File: src/hdl/swlap_pkg.sv
`default_nettype none

package swlap_pkg;

  localparam int LAP_DEPTH_DEF = 10;

  // one stored lap is {hours, minutes, seconds}
  localparam int HOURS_W   = 5;
  localparam int MINUTES_W = 6;
  localparam int SECONDS_W = 6;
  localparam int ENTRY_W   = HOURS_W + MINUTES_W + SECONDS_W;

  localparam logic [SECONDS_W-1:0] SEC_LAST  = SECONDS_W'(59);
  localparam logic [MINUTES_W-1:0] MIN_LAST  = MINUTES_W'(59);
  localparam logic [HOURS_W-1:0]   HOUR_LAST = HOURS_W'(23);

  typedef enum logic [2:0] {
    FUNC_TICK       = 3'd0,
    FUNC_RUN_TOGGLE = 3'd1,
    FUNC_CLEAR_TIME = 3'd2,
    FUNC_CLEAR_ALL  = 3'd3,
    FUNC_RECORD     = 3'd4,
    FUNC_READ       = 3'd5
  } func_t;

endpackage

`default_nettype wire

File: src/hdl/swlap_ram.sv
`default_nettype none

module swlap_ram #(
  parameter int WIDTH = swlap_pkg::ENTRY_W,
  parameter int DEPTH = swlap_pkg::LAP_DEPTH_DEF
) (
  input  wire logic                                      clk,
  input  wire logic                                      we,
  input  wire logic [((DEPTH > 1) ? $clog2(DEPTH) : 1)-1:0] waddr,
  input  wire logic [WIDTH-1:0]                          wdata,
  input  wire logic                                      re,
  input  wire logic [((DEPTH > 1) ? $clog2(DEPTH) : 1)-1:0] raddr,
  output logic      [WIDTH-1:0]                          rdata
);

  logic [WIDTH-1:0] mem [DEPTH];

  always_ff @(posedge clk) begin
    if (we) begin
      mem[waddr] <= wdata;
    end
    if (re) begin
      rdata <= mem[raddr];
    end
  end

endmodule

`default_nettype wire

File: src/hdl/stopwatch_with_lap_store_core.sv
`default_nettype none
// channel | signals                      | transfer when
// --------+------------------------------+-----------------------
// in      | func, lap_index              | in_valid & in_ready
// out     | hours .. lap_seconds (10)    | out_valid & out_ready
//
// One event per cycle while the output is not stalled; each event reaches the
// output through the read stage (state update, lap RAM read), then output reg.
// Time, run flag and lap count are updated in the transfer cycle; the lap RAM
// read is registered, so back-to-back record/read needs no bypass.
// rst clears time, run flag, lap count and both pipeline valids; the lap RAM is
// not cleared, entries at or above the count are never returned.
// Output stall holds the read stage, which then holds the input side.

module stopwatch_with_lap_store_core #(
  parameter int LAP_DEPTH = swlap_pkg::LAP_DEPTH_DEF
) (
  input  wire logic       clk,
  input  wire logic       rst,
  input  wire logic       in_valid,
  output logic            in_ready,
  input  wire logic [2:0] func,
  input  wire logic [3:0] lap_index,
  output logic            out_valid,
  input  wire logic       out_ready,
  output logic [4:0]      hours,
  output logic [5:0]      minutes,
  output logic [5:0]      seconds,
  output logic            running,
  output logic [3:0]      lap_count,
  output logic            lap_refused,
  output logic            lap_valid,
  output logic [4:0]      lap_hours,
  output logic [5:0]      lap_minutes,
  output logic [5:0]      lap_seconds
);

  localparam int CW = $clog2(LAP_DEPTH + 1);
  localparam int AW = (LAP_DEPTH > 1) ? $clog2(LAP_DEPTH) : 1;
  localparam int IW = (CW > 4) ? CW : 4;
  localparam logic [CW-1:0] DEPTH_C = CW'(LAP_DEPTH);
  localparam logic [IW-1:0] DEPTH_I = IW'(LAP_DEPTH);

  // architectural state
  logic [swlap_pkg::HOURS_W-1:0]   cur_hours, cur_hours_next;
  logic [swlap_pkg::MINUTES_W-1:0] cur_minutes, cur_minutes_next;
  logic [swlap_pkg::SECONDS_W-1:0] cur_seconds, cur_seconds_next;
  logic                            run_flag, run_flag_next;
  logic [CW-1:0]                   laps_stored, laps_stored_next;

  logic                  accept;
  swlap_pkg::func_t      fcode;
  logic                  refused_next;
  logic                  hit_next;
  logic                  ram_we;
  logic                  ram_re;
  logic [AW-1:0]         ram_waddr;
  logic [AW-1:0]         ram_raddr;
  logic [swlap_pkg::ENTRY_W-1:0] ram_wdata;
  logic [swlap_pkg::ENTRY_W-1:0] ram_rdata;
  logic [IW-1:0]         idx_w;
  logic [IW-1:0]         laps_w;

  // read stage
  logic                            s1_valid;
  logic                            s1_adv;
  logic [swlap_pkg::HOURS_W-1:0]   s1_hours;
  logic [swlap_pkg::MINUTES_W-1:0] s1_minutes;
  logic [swlap_pkg::SECONDS_W-1:0] s1_seconds;
  logic                            s1_running;
  logic [3:0]                      s1_count;
  logic                            s1_refused;
  logic                            s1_hit;

  assign fcode  = swlap_pkg::func_t'(func);
  assign s1_adv = s1_valid && (!out_valid || out_ready);
  assign in_ready = !s1_valid || s1_adv;
  assign accept = in_valid && in_ready;

  assign idx_w     = IW'(lap_index);
  assign laps_w    = IW'(laps_stored);
  assign ram_waddr = AW'(laps_stored);
  assign ram_raddr = AW'(idx_w);
  assign ram_wdata = {cur_hours, cur_minutes, cur_seconds};

  always_comb begin
    cur_hours_next   = cur_hours;
    cur_minutes_next = cur_minutes;
    cur_seconds_next = cur_seconds;
    run_flag_next    = run_flag;
    laps_stored_next = laps_stored;
    refused_next     = 1'b0;
    hit_next         = 1'b0;
    ram_we           = 1'b0;
    ram_re           = 1'b0;
    unique case (fcode)
      swlap_pkg::FUNC_TICK: begin
        if (run_flag) begin
          if (cur_seconds >= swlap_pkg::SEC_LAST) begin
            cur_seconds_next = '0;
            if (cur_minutes >= swlap_pkg::MIN_LAST) begin
              cur_minutes_next = '0;
              cur_hours_next = (cur_hours >= swlap_pkg::HOUR_LAST) ? '0
                                                                   : cur_hours + 1'b1;
            end else begin
              cur_minutes_next = cur_minutes + 1'b1;
            end
          end else begin
            cur_seconds_next = cur_seconds + 1'b1;
          end
        end
      end
      swlap_pkg::FUNC_RUN_TOGGLE: begin
        run_flag_next = !run_flag;
      end
      swlap_pkg::FUNC_CLEAR_TIME: begin
        cur_hours_next   = '0;
        cur_minutes_next = '0;
        cur_seconds_next = '0;
      end
      swlap_pkg::FUNC_CLEAR_ALL: begin
        cur_hours_next   = '0;
        cur_minutes_next = '0;
        cur_seconds_next = '0;
        laps_stored_next = '0;
      end
      swlap_pkg::FUNC_RECORD: begin
        if (laps_stored < DEPTH_C) begin
          ram_we           = accept;
          laps_stored_next = laps_stored + 1'b1;
          cur_hours_next   = '0;
          cur_minutes_next = '0;
          cur_seconds_next = '0;
        end else begin
          refused_next = 1'b1;
        end
      end
      swlap_pkg::FUNC_READ: begin
        hit_next = (idx_w < laps_w) && (idx_w < DEPTH_I);
        ram_re   = accept && hit_next;
      end
      default: begin
      end
    endcase
  end

  swlap_ram #(
    .WIDTH(swlap_pkg::ENTRY_W),
    .DEPTH(LAP_DEPTH)
  ) u_lap_ram (
    .clk  (clk),
    .we   (ram_we),
    .waddr(ram_waddr),
    .wdata(ram_wdata),
    .re   (ram_re),
    .raddr(ram_raddr),
    .rdata(ram_rdata)
  );

  always_ff @(posedge clk) begin
    if (rst) begin
      cur_hours   <= '0;
      cur_minutes <= '0;
      cur_seconds <= '0;
      run_flag    <= 1'b0;
      laps_stored <= '0;
      s1_valid    <= 1'b0;
      out_valid   <= 1'b0;
    end else begin
      if (accept) begin
        cur_hours   <= cur_hours_next;
        cur_minutes <= cur_minutes_next;
        cur_seconds <= cur_seconds_next;
        run_flag    <= run_flag_next;
        laps_stored <= laps_stored_next;
      end
      if (accept) begin
        s1_valid <= 1'b1;
      end else if (s1_adv) begin
        s1_valid <= 1'b0;
      end
      if (s1_adv) begin
        out_valid <= 1'b1;
      end else if (out_ready) begin
        out_valid <= 1'b0;
      end
    end
  end

  always_ff @(posedge clk) begin
    if (accept) begin
      s1_hours   <= cur_hours_next;
      s1_minutes <= cur_minutes_next;
      s1_seconds <= cur_seconds_next;
      s1_running <= run_flag_next;
      s1_count   <= 4'(laps_stored_next);
      s1_refused <= refused_next;
      s1_hit     <= hit_next;
    end
    // RAM data lands in the read stage and is masked by the hit flag here
    if (s1_adv) begin
      hours       <= s1_hours;
      minutes     <= s1_minutes;
      seconds     <= s1_seconds;
      running     <= s1_running;
      lap_count   <= s1_count;
      lap_refused <= s1_refused;
      lap_valid   <= s1_hit;
      lap_hours   <= s1_hit ? ram_rdata[swlap_pkg::ENTRY_W-1 -: swlap_pkg::HOURS_W] : '0;
      lap_minutes <= s1_hit ? ram_rdata[swlap_pkg::SECONDS_W +: swlap_pkg::MINUTES_W]
                            : '0;
      lap_seconds <= s1_hit ? ram_rdata[swlap_pkg::SECONDS_W-1:0] : '0;
    end
  end

endmodule

`default_nettype wire

File: config.mk
export PLATFORM = sky130hd
export DESIGN_NAME = stopwatch_with_lap_store_core
export DESIGN_NICKNAME = d
export VERILOG_FILES = /design/src/hdl/swlap_pkg.sv /design/src/hdl/swlap_ram.sv /design/src/hdl/stopwatch_with_lap_store_core.sv
export SDC_FILE = /design/constraint.sdc
export NUM_CORES = 1
export LEC_CHECK = 0
export ABC_CLOCK_PERIOD_IN_PS = 4530
export BUFFER_PORTS_ARGS = -buffer_cell sky130_fd_sc_hd__buf_2
export CORE_MARGIN = 5
export CORE_UTILIZATION = 30
export DETAILED_ROUTE_END_ITERATION = 6
export SLEW_MARGIN = 10
export SYNTH_ARGS = -nofsm -noshare
export SYNTH_HDL_FRONTEND = slang
export SYNTH_SLANG_ARGS = --single-unit
File: constraint.sdc
create_clock -name clk -period 4.53 [get_ports clk]
set_input_delay 0.453 -clock clk [delete_from_list [all_inputs] [get_ports clk]]
set_output_delay 0.453 -clock clk [all_outputs]
set_load 0.01 [all_outputs]
==> results of run 1 <==
Yosys cell counts (2+ instances only):
| library cell | number | share of area, % |
|---|---|---|
| mux2i_1 | 20 | 1.8 |
| nor4b_1 | 3 | 0.24 |
| or3_1 | 3 | 0.17 |
| nor2b_1 | 18 | 1.0 |
| buf_6 | 3 | 0.30 |
| a21oi_1 | 39 | 1.8 |
| o211ai_1 | 6 | 0.41 |
| nor4_1 | 6 | 0.34 |
| o31ai_1 | 5 | 0.34 |
| mux4_2 | 34 | 6.9 |
| dfxtp_1 | 24 | 4.3 |
| nor2_1 | 9 | 0.30 |
| nand2_1 | 20 | 0.68 |
| buf_4 | 4 | 0.27 |
| a31o_2 | 2 | 0.16 |
| a21o_1 | 3 | 0.20 |
| o21a_1 | 5 | 0.34 |
| a211oi_1 | 19 | 1.3 |
| buf_2 | 11 | 0.50 |
| nor3_1 | 11 | 0.50 |
| and2_1 | 32 | 1.8 |
| a21boi_0 | 2 | 0.14 |
| o2bb2ai_1 | 2 | 0.16 |
| nor3b_1 | 2 | 0.14 |
| ha_1 | 10 | 1.1 |
| nand4_1 | 4 | 0.23 |
| a31oi_1 | 5 | 0.28 |
| xnor2_1 | 2 | 0.16 |
| clkbuf_1 | 22 | 0.74 |
| edfxtp_1 | 252 | 68 |
| inv_1 | 13 | 0.44 |
| nand2b_1 | 2 | 0.11 |
| o21ai_0 | 20 | 0.90 |
| a32o_1 | 3 | 0.27 |
| and3_1 | 3 | 0.17 |
| nand3_1 | 6 | 0.27 |
| o311ai_0 | 2 | 0.16 |
| a41oi_1 | 2 | 0.16 |
| and3b_1 | 2 | 0.16 |
| o2111a_1 | 2 | 0.20 |
state kept, by name, indices dropped and copies added, names as in the netlist, 4 cells and up:
register         flops
cur_hours            5
cur_minutes          6
cur_seconds          6
hours                5
lap_count            4
lap_hours            5
lap_minutes          6
lap_seconds          6
laps_stored          4
minutes              6
s1_count             4
s1_hours             5
s1_minutes           6
s1_seconds           6
seconds              6
u_lap_ram.mem      170
u_lap_ram.rdata     17
logic make-up after synthesis:
logic type / Yosys count / share of synthesized area [%]
mux: 55 / 8.79
buf+inv: 56 / 2.35
compound gates: 134 / 8.22
simple gates: 127 / 6.85
fa+ha+maj: 11 / 1.22
flops: 276 / 72.4
xor+xnor: 2 / 0.158
worst max-delay path by stage:
| stage | slack [ns] | cells past startpoint | from | endpoint |
|---|---|---|---|---|
| after floorplan | 0.52 | 2 | out_ready | hours[0] |
| after global placement | 1.47 | 7 | out_ready | cur_hours[0] |
| after detailed placement | 1.31 | 7 | out_ready | cur_hours[0] |
| after CTS | 1.48 | 6 | out_valid | cur_hours[0] |
| after global routing | 1.27 | 6 | out_valid | cur_hours[0] |
| final | 1.46 | 6 | out_valid | cur_hours[0] |
through the flow:
step | area, sq um | worst slack [ns] | instances | hold slack (ns) | utilization [%]
4_1_cts | 12800 | 1.48 | 1196 | 0.281 | 35.0
3_3_place_gp | 11800 | 1.47 | 1144 | 0.412 | 32.2
5_1_grt | 12800 | 1.27 | 1196 | 0.329 | 35.0
2_1_floorplan | 11100 | 0.523 | 661 | 0.400 | -
3_5_place_dp | 11800 | 1.31 | 1144 | 0.405 | 32.2
6_report | 12800 | 1.46 | 1196 | 0.303 | 35.0
power breakdown:
| group | internal (uW) | switching, uW | total, uW |
|---|---|---|---|
| clock network | 1530 | 922 | 2450 |
| registers | 2790 | 19.0 | 2810 |
| logic | 68.8 | 123 | 192 |
cell usage in the layout, fill, tap and decap left out, types with 3 or more instances in the layout:
master and instances:
nor2_1 9, o21ai_0 20, a211oi_1 18, o31ai_1 5, nand2_1 20, a31oi_1 5, a21oi_1 39, o211ai_1 6
buf_2 52, nand4_1 4, mux4_2 34, clkinv_2 3, and2_1 32, and3_1 3, inv_1 13, bufinv_16 6
buf_4 4, a32o_1 3, nor2b_1 18, mux2i_1 20, clkbuf_16 29, edfxtp_1 252, clkinv_1 10, nor4b_1 3
dfxtp_1 24, nor3_1 11, or3_1 3, nand3_1 6, ha_1 10, o21a_1 5, nor4_1 6, a21o_1 3
area by class of cell:
cell class / count / area [sq um]
clock buffer: 33 / 761
clock inverter: 19 / 238
inverter: 15 / 56.3
fill: 3429 / 23800
timing repair buffer: 56 / 290
sequential: 276 / 8050
tap: 468 / 586
multi-input combinational: 329 / 2820
routing by layer:
metal  wire [microns]  track usage [%]
met5                0                0
met4              535             2.76
met3             1120             1.65
met2            11400             18.4
met1            11100             16.5
worst register-to-register path, stage by stage, from the launching register on:
cell and delay (ns):
dfxtp_1 0.35, and3b_1 0.25, inv_1 0.16, nand2_1 0.52
inv_1 1.05, a31oi_1 0.29, mux2_2 0.34
==> impl_metrics.yaml, run 1 <==
status:
  status: "finished clean"
sta:
  rsz0062_at_grt: "false"
  finalSetupViolations: 0
  skew_ns: 0.00908
  fmax_mhz: 326
  tightest_slew_ns: 1.10
  fin_crit_sh_pct: 67.7
  slew_viol_final: 0
  fin_tns_setup_ns: 0
  maxSlewHeadroom_pct: 26.3
  report.final.hold_viol_count: 0
  min_period_ns: 3.07
clock_tree:
  clockBufferDepth: 3
  cts_setup_buffers: 0
  cts.sinks: 276
  clock_latency_ns: 0.53
  clk_pin_slew_ns: 0.06
  cts.repair.resized: 0
  cts_hold_repair.buffers: 0
  cts_tree: "built"
  cts_made_buffers: 28
  htreeDepth: 1
  root_buffer: "clkbuf_16"
setup_path:
  cp.required_ns: 4.95
  cpMostUsedCell: "inv_1"
  crit_chain: "and3b_1, inv_1, nand2_1, inv_1, a31oi_1, mux2_2"
  slowest_stage: "inv_1"
  critPathBufInv: 2
  crit_family: "buffers and inverters"
  max_stage_delay_ns: 1.05
  worstSetupStartpointType: "register"
  setup.worst_path.end_class: "register"
  ff2ff_path_depth: 6
  rrSetupSlack_ns: 1.46
  cp_max_fo: 26
  r2r-start: "out_valid"
  setup.worst_path.class: "reg2reg"
  r2r_end: "cur_hours[0]"
  crit_arrival_ns: 3.48
route:
  drt-pass1-iter-count: 5
  num_vias: 5907
  drc_errors: 0
  viasPerCell: 4.94
  dr.first_iter.drc_count: 491
  routed_wl_microns: 24200
  drt-wirelength-per-cell_microns: 20.2
  final_antenna_net_count: 0
grt:
  grt_pass1_wl_microns: 36400
  grtUsageTotal_pct: 11.4
  antenna_found_initial: 0
  grt.overflow.total: 0
  grt_max_degree: 53
  grt_pass1_vias: 5841
pwr:
  p_per_area_nw_per_um2: 426
  peakVddDrop_mv: 0.270
  cellLeakagePower_uw: 0.00439
  total_power_uw: 5450
floorplanning:
  die_y_microns: 202
  core_sq_um: 36600
  die_w_microns: 202
  initial_core_util_pct: 30.4
  fp-row-count: 70
  die_area_sq_um: 41000
  io_pins: 54
min_path:
  hold_end: "run_flag"
  holdCritPathClass: "in2reg"
  holdPathStages: 4
  holdCritStartpoint: "in_valid"
logic_synthesis:
  async_flop_share_pct: 0
  syn_nets: 682
  ys_seq_area_share_pct: 72.4
  yosys.cell_types.count: 68
  netlist_area_sq_um: 11100
  yosys_warnings: 0
  ys_seq_elements: 276
  syn_area_per_cell_sq_um: 16.8
  synth_edf_count: 252
  synthFlopType: "edfxtp_1"
  synth_cells: 661
layout:
  syn_to_final_growth_pct: 15.2
  antenna_cells: 0
  drive_gt1_share_pct: 20.1
  finalNetCount: 727
placement:
  portBuffers: 53
  gp_congestion: 0.837
  hpwl_microns: 15400
flow_run:
  maxCapViolCount: 0
No activity file was read; power rests on OpenSTA's default activity.
==> inputs of run 2 (changes only) <==
Settings changed: ABC_CLOCK_PERIOD_IN_PS 4530 to 2500.
Clock period 4.53 ns to 2.5 ns, I/O delays scaled along.
==> run 2 against run 1 <==
Against the previous run:
- first-iteration DRC count is 8.4% lower
- core utilization is 1.3 points higher
- count of clock-buffer cells in the layout is 1 lower
- sequential share of layout area is 2.2 points lower
- sequential power is 81% higher
- clock skew is 0.0046 ns higher
- maximum frequency is 45% higher
- clock power is 76% higher
- total power is 79% higher
- combinational power is 99% higher
- cell area is 3.6% higher
- non-clock buffer count is 45 higher
- critical path type unchanged
==> impl_metrics.yaml, run 2 (synthesis results as in run 1) <==
setup_path:
  crit_chain: "ha_1, o2111ai_1, nor3_1, a221oi_1, o22ai_1"
  slowest_stage: "o2111ai_1"
  ff2ff_path_depth: 5
  setup.worst_path.end_class: "register"
  worstSetupStartpointType: "register"
  cp.required_ns: 2.76
  cp_max_fo: 8
  max_stage_delay_ns: 0.47
  crit_arrival_ns: 2.37
  setup.worst_path.class: "reg2reg"
route:
  num_vias: 6036
  drt-pass1-iter-count: 5
  viasPerCell: 4.86
  final_antenna_net_count: 0
  drt-wirelength-per-cell_microns: 19.0
  routed_wl_microns: 23500
  dr.first_iter.drc_count: 450
  drc_errors: 0
status:
  status: "finished clean"
sta:
  min_period_ns: 2.11
  tightest_slew_ns: 0.715
  report.final.hold_viol_count: 0
  maxSlewHeadroom_pct: 51.9
  fin_tns_setup_ns: 0
  fin_crit_sh_pct: 84.5
  slew_viol_final: 0
  finalSetupViolations: 0
  rsz0062_at_grt: "false"
  skew_ns: 0.0137
  fmax_mhz: 474
clock_tree:
  cts_made_buffers: 28
  clock_latency_ns: 0.54
  cts.repair.resized: 0
  cts_setup_buffers: 0
  cts_hold_repair.buffers: 0
  root_buffer: "clkbuf_16"
  cts_tree: "built"
  htreeDepth: 1
  clockBufferDepth: 3
  cts.sinks: 276
  clk_pin_slew_ns: 0.06
layout:
  final_cell_mix: "252 x edfxtp_1, 52 x buf_2, 39 x a21oi_1"
  n_fill_cell: 3421
  finalNetCount: 772
  syn_to_final_growth_pct: 19.3
  drive_gt1_share_pct: 24.7
  largest_reg_flops: 170
  biggestRegsByFlops: "u_lap_ram.mem: 170 flops, u_lap_ram.rdata: 17 flops"
  antenna_cells: 0
  fin_cells: 1241
  regMostFlops: "u_lap_ram.mem"
  final_common_cell: "edfxtp_1"
placement:
  hpwl_microns: 15400
  dp.cells: 1189
  gp_congestion: 0.779
  portBuffers: 53
pwr:
  peakVddDrop_mv: 0.403
  cellLeakagePower_uw: 0.00458
  p_per_area_nw_per_um2: 737
floorplanning:
  core_sq_um: 36600
  die_y_microns: 202
  io_pins: 54
  initial_core_util_pct: 30.4
  die_area_sq_um: 41000
  die_w_microns: 202
  fp-row-count: 70
min_path:
  holdCritPathClass: "in2reg"
  holdPathStages: 4
grt:
  grt_max_degree: 36
  grt.overflow.total: 0
  grt_pass1_wl_microns: 37000
  grtUsageTotal_pct: 11.5
  grt_pass1_vias: 6141
  antenna_found_initial: 0
flow_run:
  maxCapViolCount: 0
-- run 2: area by class of cell --
| cell class | count | area (sq um) | share of cell area [%] |
|---|---|---|---|
| tap | 468 | 586 | 4.42 |
| multi-input combinational | 329 | 2820 | 21.3 |
| clock buffer | 32 | 716 | 5.40 |
| sequential | 276 | 8050 | 60.7 |
| inverter | 15 | 56.3 | 0.425 |
| clock inverter | 20 | 241 | 1.82 |
| timing repair buffer | 101 | 791 | 5.96 |
-- run 2: through the flow --
stage          utilization, %  power, uW  worst slack [ns]  instance area [sq um]  hold WS (ns)
6_report                 36.2       9770             0.389                  13300        0.0958
3_3_place_gp             33.6       5560             0.421                  12300         0.409
3_5_place_dp             33.6       5570             0.393                  12300         0.406
4_1_cts                  36.2       9880             0.424                  13300        0.0675
5_1_grt                  36.2      10100             0.302                  13300         0.107
2_1_floorplan               -       5420             0.175                  11100         0.400
-- run 2: final timing paths --
| check | startpoint | end | slack (ns) |
|---|---|---|---|
| worst min register to register | s1_minutes[5] | minutes[5] | 0.42 |
| worst min-delay path | in_valid | run_flag | 0.1 |
| worst max-delay path | cur_minutes[0] | s1_hours[3] | 0.39 |
| worst max register to register | cur_minutes[0] | s1_hours[3] | 0.39 |
-- run 2: metal layers --
layer	GRT usage [%]	share of wire, %	up-vias	routed length [microns]
li1	-	-	2826	-
met1	14.9	43	3020	10100
met2	20.2	51	155	11900
met3	1.63	4.5	35	1060
met4	3.18	2.1	0	488
met5	0	0	-	0
-- run 2: worst max-delay path: cells and delay by family (launching register included) --
kind | cells | cell delay [ns]
AOI/OAI and AO/OA | 3 | 1.04
adders and majority gates | 1 | 0.31
and+or+nand+nor | 1 | 0.16
DFF | 1 | 0.32
-- run 2: report_power, final --
part | internal, uW | switching (uW) | total (uW)
Sequential | 5050 | 24.7 | 5080
Combinational | 152 | 231 | 383
Clock | 2580 | 1720 | 4310
Total | 7790 | 1980 | 9770
